===== src/hdl/itrf_pkg.sv =====
package itrf_pkg;

   localparam int ADDR_BITS          = 32;
   localparam int BIT_IDX_W          = 5;
   localparam int LEVEL_W            = 6;
   localparam int PLEN_W             = 6;
   localparam int TTL_W              = 8;
   localparam int STATUS_W           = 3;
   localparam int DEFAULT_NODE_COUNT = 1024;

   localparam logic CMD_ADD     = 1'b0;
   localparam logic CMD_FORWARD = 1'b1;

   typedef enum logic [STATUS_W-1:0] {
      ST_FORWARD   = 3'd0,
      ST_LOCAL     = 3'd1,
      ST_TTL_ERROR = 3'd2,
      ST_NO_ROUTE  = 3'd3,
      ST_ADDED     = 3'd4,
      ST_FULL      = 3'd5
   } status_type;

   typedef enum logic [1:0] {
      S_IDLE,
      S_STEP,
      S_DONE
   } ctrl_state_type;

   // controller to datapath
   typedef struct packed {
      logic       take;        // input ready
      logic       advance;     // descend to existing child
      logic       alloc;       // allocate child, write current node
      logic       write_end;   // mark current node as route end
      logic       write_back;  // write current node unchanged
      logic       track;       // remember route end seen by forward walk
      logic       finish;      // latch result code
      status_type code;
      logic       emit;        // load output register
   } dp_cmd_type;

   // datapath to controller
   typedef struct packed {
      logic req_valid;
      logic is_add;
      logic ttl_zero;
      logic is_local;
      logic level_done;
      logic present;
      logic full;
      logic found;
      logic out_free;
   } dp_status_type;

endpackage


===== src/hdl/itrf_ctrl.sv =====
module itrf_ctrl import itrf_pkg::*; (
   input  logic          clock,
   input  logic          reset,
   input  dp_status_type stat,
   output dp_cmd_type    cmd
);

   ctrl_state_type state_ff, state_in;

   // state register
   always_ff @(posedge clock) begin
      if (reset) begin
         state_ff <= S_IDLE;
      end else begin
         state_ff <= state_in;
      end
   end

   // next state and commands
   always_comb begin
      state_in = state_ff;
      cmd      = '0;
      cmd.code = ST_FORWARD;
      unique case (state_ff)
         S_IDLE: begin
            cmd.take = 1'b1;
            if (stat.req_valid) begin
               state_in = S_STEP;
            end
         end
         S_STEP: begin
            priority if (stat.is_add) begin
               priority if (stat.level_done) begin
                  cmd.write_end = 1'b1;
                  cmd.finish    = 1'b1;
                  cmd.code      = ST_ADDED;
                  state_in      = S_DONE;
               end else if (stat.present) begin
                  cmd.advance = 1'b1;
               end else if (stat.full) begin
                  // keep a fresh node's empty flags in memory
                  cmd.write_back = 1'b1;
                  cmd.finish     = 1'b1;
                  cmd.code       = ST_FULL;
                  state_in       = S_DONE;
               end else begin
                  cmd.alloc = 1'b1;
               end
            end else if (stat.ttl_zero) begin
               cmd.finish = 1'b1;
               cmd.code   = ST_TTL_ERROR;
               state_in   = S_DONE;
            end else if (stat.is_local) begin
               cmd.finish = 1'b1;
               cmd.code   = ST_LOCAL;
               state_in   = S_DONE;
            end else begin
               cmd.track = 1'b1;
               if (stat.level_done || !stat.present) begin
                  cmd.finish = 1'b1;
                  cmd.code   = stat.found ? ST_FORWARD : ST_NO_ROUTE;
                  state_in   = S_DONE;
               end else begin
                  cmd.advance = 1'b1;
               end
            end
         end
         S_DONE: begin
            if (stat.out_free) begin
               cmd.emit = 1'b1;
               state_in = S_IDLE;
            end
         end
         default: begin
            state_in = S_IDLE;
         end
      endcase
   end

endmodule


===== config.mk =====
export PLATFORM = sky130hd
export DESIGN_NAME = itrf_ctrl
export DESIGN_NICKNAME = d
export VERILOG_FILES = /design/src/hdl/itrf_pkg.sv /design/src/hdl/itrf_ctrl.sv
export SDC_FILE = /design/constraint.sdc
export NUM_CORES = 1
export LEC_CHECK = 0
export BUFFER_PORTS_ARGS = -buffer_cell sky130_fd_sc_hd__buf_4
export CORE_AREA = 2 2 39 41
export DETAILED_ROUTE_END_ITERATION = 7
export DIE_AREA = 0 0 41 43
export GPL_ROUTABILITY_DRIVEN = 0
export HOLD_SLACK_MARGIN = 0.15
export PLACE_DENSITY = 0.47
export RECOVER_POWER = 100
export SLEW_MARGIN = 20
export SYNTH_ARGS = -nofsm -noshare
export SYNTH_HDL_FRONTEND = slang
export SYNTH_SLANG_ARGS = --single-unit

===== constraint.sdc =====
create_clock -name clock -period 1 [get_ports clock]
set_input_delay 0.15 -clock clock [delete_from_list [all_inputs] [get_ports clock]]
set_output_delay 0.15 -clock clock [all_outputs]
set_load 0.02 [all_outputs]

==> After elaboration in Yosys (flattened, before gate mapping) <==
Index checks and enable logic that the tools add are counted.
{ "word_totals": {"inputBits": 11, "register_bits": 2, "wordCells": 50} }
{ "op_classes": {"muxes": 38, "reduce_logical": 4, "eq_ne": 7} }
{ "op_table": {"columns": ["cell", "n"], "rows": [
  ["$mux W4", 7],
  ["$mux W2", 11],
  ["$mux W1", 17],
  ["$mux W9", 1],
  ["$ne A4 B4 Y1 const B", 2],
  ["$pmux W2 S3", 1],
  ["$ne A5 B5 Y1 const B", 1],
  ["$reduce_and A5 Y1", 1],
  ["$ne A2 B2 Y1 const B", 2],
  ["$mux W3", 1],
  ["$eq A2 B1 Y1 const B", 1],
  ["$eq A2 B2 Y1 const B", 1],
  ["$logic_not A2 Y1", 1],
  ["$logic_not A1 Y1", 1],
  ["$logic_or A1 B1 Y1", 1]
]} }

==> Depth between registers and ports, before layout <==
Gate-level depths: netlist of run 1.
{ "depth": {"word_depth": 7, "ltp_mapped": 3, "mapped_depth_nobuf": 3} }

==> Worst setup path before layout of run 1 <==
OpenSTA, ideal clock, no wires.
{ "synth_timing": {"kind": "reg2out", "from": "reg state_ff[0]", "to": "out cmd[8] (netlist bit)", "arrival_time_ps": 1355, "n_path_buf": 0, "required_ps": 850, "path_stages_with_launch": 4, "slack_ps": -505, "path_cell_list": "dfxtp_1 -> nor2b_1 -> nand2_1 -> nor4_1"} }
{ "synth_rtl": {"columns": ["item", "line", "source"], "rows": [
  ["start, declared", "itrf_ctrl.sv:8", "ctrl_state_type state_ff, state_in;"],
  ["start signal, assigned", "itrf_ctrl.sv:15", "state_ff <= state_in;"],
  ["end, declared", "itrf_ctrl.sv:5", "output dp_cmd_type cmd"]
]} }

==> results.md, run 1 <==
* FF-to-FF Start: state_ff[1]
* Fmax at 739.0 MHz
* Hold Vio Cnt, Final at 0
* Netlist cell types at 22
* Die H at 43 µm
* PortBufs at 21
* Sequential share of the synthesized area at 15.02%
* DRT antenna net count at 0
* Ant diodes at 0
* Main combinational cell family by area after synthesis: simple AND/OR/NAND/NOR gates
* Worst Hold Class: in -> reg
* Worst path arrival time at 1.20 ns
* Worst vdd ir at 759.2 µV
* Clk_lat worst skew at 0.23 ns
* Synth Area in Adders at 0%
* Synthesized area at 266.5 µm²
* Initial antenna violation count at 0
* Post-route cell area at 721.9 µm²
* Worst slew margin at 82.74%
* Post-synthesis xor/xnor area fraction at 0%
* Post-place setup slack at -0.1890 ns
* MaxCap Viol Count at 0
* Tot Pwr at 698.7 µW
* CP Capture Type: output pin
* Area Growth Syn to Fin at 170.9%
* Ys Warns at 0
* CTS tree: built
* Required @ worst endpoint at 0.85 ns
* Biggest register: state_ff
* Outcome: finished, violations left
* HP Start: stat[0]
* Reg2reg end: state_ff[1]
* DPL Wire Length at 796.5 µm
* Initial DRC count at 9
* Post-Synth Simple-Gate Area at 51.64%
* First-pass GRT wire length at 1497 µm
* Max reg flops at 2
* Total global-route track usage at 12.22%
* Synth Instances at 35
* Setup CP Type: reg -> out
* Most common cell after layout, fill and taps aside: buf_4
* Final Setup Violations at 13
* Hold Path End: state_ff[1]
* Avg WL per Cell at 10.73 µm
* Clock buffer count from CTS at 3
* Power per cell area at 967.8 mW/mm²
* Share of cells above drive strength 1 at 68.00%
* Post-synthesis register bit count at 2
* Die W at 41 µm
* Max Root-Sink Buffers at 2
* Total Nets Final at 87
* Biggest regs: state_ff x2
* Remaining DRCs at 0
* Final-layout fill cell count at 137
* Pins Over Slew Limit at 0
* Synth Net Count at 46
* Failing checks: negative setup slack
* Leak Pwr at 0.0003486 µW
* Root Buffer: clkbuf_4
* Worst hold stages at 4
* Initial core utilization at 19.26%
* Commonest cells after routing, fill and taps aside: 21 x buf_4, 13 x buf_6, 3 x nor2b_1, 3 x clkbuf_4
* Die area at 0.001763 mm²
* Clock skew at 0.004423 ns
* Via Count at 414
* Worst-Margin Slew at 0.2553 ns
* Placed Instances at 84
* Number of H-tree levels at 1
* Area fraction in compound gates after synthesis at 29.11%
* Post-Syn Area per Cell at 7.614 µm²
* DR pass1 iterations at 4
* Vias per cell at 4.549
* Overflow after GRT at 0
* Num ports at 22
* Setup crit start kind: flop
* Unrepaired setup endpoints after global routing: true
* Core Box Area at 0.001384 mm²
* Largest net degree at the start of global routing at 7
* Crit path max fanout at 4
* R2R Setup Slk at -0.09 ns
* Vias in the first global route at 365
* R2R cell count at 3
* Final Instance Count excl. Fillers at 91
* Routed Wire Length at 976 µm
* Floorplan row count at 14
* PnR worst setup slack at -0.3533 ns
* Clock Sinks at 2
* Area after DPL at 600.6 µm²
* Final min period at 1.353 ns
* Clock slew at reported path FFs at 0.03 ns
* Period utilization at 135.3%
* Multiplexer share of the synthesized area at 0%
## cell families after synthesis
kind of cell | Yosys count
flops | 2
buf+inv | 3
compound gates | 10
simple gates | 20
## worst max-delay path by stage
stage,endpoint,cells after the start,startpoint,slack (ns)
2_1_floorplan,cmd[8],3,state_ff[0],-0.17
3_3_place_gp,cmd[1],5,stat[3],-0.18
3_5_place_dp,cmd[8],4,state_ff[0],-0.19
4_1_cts,cmd[1],3,state_ff[1],-0.37
5_1_grt,cmd[8],4,state_ff[0],-0.41
6_report,cmd[8],4,state_ff[0],-0.35
## final cells by class
| class | instances | area (µm²) | area share, % |
|---|---|---|---|
| sequential | 2 | 45.04 | 6.239 |
| inverter | 3 | 11.26 | 1.560 |
| multi-input combinational | 30 | 285.3 | 39.51 |
| tap | 16 | 20.02 | 2.773 |
| clock buffer | 4 | 26.28 | 3.640 |
| timing repair buffer | 36 | 334.1 | 46.27 |
## repair_timing
item / 4_1_cts / 5_1_grt
setup buffers: 2 / 0
hold buffers: 1 / 0
endpoints found under the setup margin: 13 / 13
gates resized for setup: 11 / 7
pin swaps: 3 / 0
endpoints found under the hold margin: 2 / 0
## where the power goes
part | internal, µW | total, µW | leakage, µW | switching (µW)
clock network | 149 | 203 | 0.0000150 | 53.8
logic | 221 | 387 | 0.000316 | 166
registers | 93.8 | 109 | 0.0000175 | 15.2
total | 464 | 699 | 0.000349 | 235
## cell usage after synthesis, drive strengths merged
cell    instances  area share (%)
nor3            2             3.8
o21bai          1             2.8
a22oi           2             5.6
nor2b           4             9.4
a211oi          2             5.6
nor2            3             4.2
nand2b          1             2.3
inv             3             4.2
nand2           1             1.4
a21oi           1             1.9
and2            1             2.3
and3b           1             3.3
or2             1             2.3
nor4b           1             3.3
nor3b           3              12
a32o            1             3.8
nor4            1             2.3
o211a           1             3.8
dfxtp           2              15
o21a            2             5.6
and4bb          1             4.7
## critical path, stage by stage (launching register included)
cell,delay [ns]
dfxtp_2,0.33
nor2b_4,0.17
nand2_4,0.08
nor4_4,0.21
buf_4,0.18
## routing by layer
metal	track usage (%)	part of all wire [%]	vias to the layer above
met5	0	0	-
met4	2.000	0	0
met3	4.712	7.8	0
met2	16.56	50	13
met1	18.21	42	187
li1	-	-	214
## metrics by stage
stage	hold WS, ns	utilization [%]	setup TNS, ns
3_3_place_gp	0.3200	43.40	-1.187
4_1_cts	0.2444	49.82	-3.550
5_1_grt	0.2462	52.17	-4.120
6_report	0.2473	52.17	-3.276
3_5_place_dp	0.3200	43.40	-1.160
2_1_floorplan	0.2101	-	-0.2178
Note: power is estimated with default switching activity, not from simulation.
==> inputs of run 2 (changes only) <==
==> constraint.sdc (replaced) <==
create_clock -name clock -period 1 [get_ports clock]
set_input_delay 0.05 -clock clock [delete_from_list [all_inputs] [get_ports clock]]
set_output_delay 0.05 -clock clock [all_outputs]
set_load 0.02 [all_outputs]
==> results.md, run 2 (same netlist as run 1, synthesis figures left out) <==
* Hold Vio Cnt, Final at 0
* WL met3 at 72 µm
* Commonest cells after routing, fill and taps aside: 20 x buf_4, 10 x buf_6, 3 x nor2b_1, 3 x clkbuf_4
* Leak Pwr at 0.0003109 µW
* Remaining DRCs at 0
* Crit path max fanout at 5
* CP Capture Type: output pin
* Switching pwr at 240.0 µW
* Final min period at 1.276 ns
* Largest net degree at the start of global routing at 7
* Core Box Area at 0.001384 mm²
* Outcome: finished, violations left
* Required @ worst endpoint at 0.95 ns
* Initial core utilization at 19.26%
* Setup CP Type: reg -> out
* Final Core Density at 46.93%
* Pins Over Slew Limit at 0
* First-pass GRT wire length at 1531 µm
* Final Hold Slack at 0.1736 ns
* Most common cell after layout, fill and taps aside: buf_4
* Routed Wire Length at 1006 µm
* Clock slew at reported path FFs at 0.04 ns
* Die W at 41 µm
* Share of cells above drive strength 1 at 64.29%
* PnR worst setup slack at -0.2761 ns
* Clk_lat worst skew at 0.23 ns
* Clock Sinks at 2
* Worst-Margin Slew at 0.2473 ns
* Num ports at 22
* Vias in the first global route at 369
* Max reg flops at 2
* Sequential power share at 16.5%
* Final Setup Violations at 13
* Internal at 438.8 µW
* Initial antenna violation count at 0
* Via Count at 409
* Power per cell area at 1045 mW/mm²
* Clock skew at 0.002335 ns
* DR pass1 iterations at 4
* Floorplan row count at 14
* Total Nets Final at 82
* Worst vdd ir at 423.5 µV
* Met2 WL at 470 µm
* Die H at 43 µm
* Setup crit start kind: flop
* DPL Wire Length at 708.3 µm
* Die area at 0.001763 mm²
* Biggest regs: state_ff x2
* CTS tree: built
* Unrepaired setup endpoints after global routing: true
* Avg WL per Cell at 11.70 µm
* Worst path arrival time at 1.23 ns
* PortBufs at 21
* Switching Share at 35.36%
* Ant diodes at 0
* Power share of the clock group at 31.1%
* Clock buffer count from CTS at 3
* Failing checks: negative setup slack
* Max Root-Sink Buffers at 2
* MaxCap Viol Count at 0
* Overflow after GRT at 0
* Initial DRC count at 5
* Worst slew margin at 83.28%
* Area Growth Syn to Fin at 143.7%
* Highest routed layer: met4
* M1 WL at 443 µm
* Total global-route track usage at 12.63%
* Biggest register: state_ff
* Comb power frac at 52.4%
* DRT antenna net count at 0
* Worst Hold Class: in -> reg
* Number of H-tree levels at 1
* Vias per cell at 4.756
* Period utilization at 127.6%
* Fmax at 783.6 MHz
* Root Buffer: clkbuf_4
-- run 2: cell types whose count changed in the layout (fill, tap and decap cells not counted), sizes merged --
cell	previous run	this run
buf	35	30
-- run 2: timing repair --
action,4_1_cts,5_1_grt
gates cloned,0,0
gates resized for setup,9,4
hold buffers,1,0
pin swaps,5,2
setup buffers,0,1
endpoints found under the setup margin,13,13
endpoints found under the hold margin,2,0
-- run 2: path summary, 6_finish.rpt --
check	from	to	slack [ns]	depth (start not counted)
worst min-delay path	stat[0]	state_ff[1]	0.17	4
worst max-delay path	state_ff[0]	cmd[3]	-0.28	5
worst min register to register	state_ff[0]	state_ff[0]	0.60	2
worst max register to register	state_ff[1]	state_ff[1]	-0.12	3
-- run 2: through the flow --
stage | std cells | setup TNS [ns] | power (µW) | worst slack [ns] | area [µm²]
after floorplan | 35 | -0.07216 | 258.5 | -0.07216 | 319.1
after global placement | 80 | -0.2418 | 418.5 | -0.08473 | 556.8
after global routing | 86 | -2.944 | 724.9 | -0.3227 | 649.4
final | 86 | -2.371 | 678.8 | -0.2761 | 649.4
after CTS | 85 | -2.478 | 673.1 | -0.2634 | 625.6
after detailed placement | 80 | -0.3426 | 414.9 | -0.07576 | 556.8
-- run 2: per-layer routing --
metal	GRT usage (%)	vias to the layer above
met5	0	-
met2	17.50	20
li1	-	202
met3	0.5236	2
met1	18.21	185
met4	8.000	0
-- run 2: final cells by class --
class	instances	area, µm²
Inverter	3	11.26
Timing Repair Buffer	31	272.8
Clock buffer	4	26.28
Fill cell	148	734.5
Sequential cell	2	45.04
Tap cell	16	20.02
Multi-Input combinational cell	30	274.0
-- run 2: power groups by stage --
stage               registers, µW  clock network [µW]  logic, µW
floorplan                     110                   0        149
finish                        112                 211        356
global route                  113                 233        379
global placement              109                   0        309
detailed placement            110                   0        304
CTS                           112                 223        338
-- run 2: worst max-delay path, stage by stage, from the launching register on --
cell,delay [ns]
dfxtp_2,0.35
nor2b_4,0.18
nand2_4,0.09
buf_6,0.13
a21oi_2,0.09
buf_4,0.15
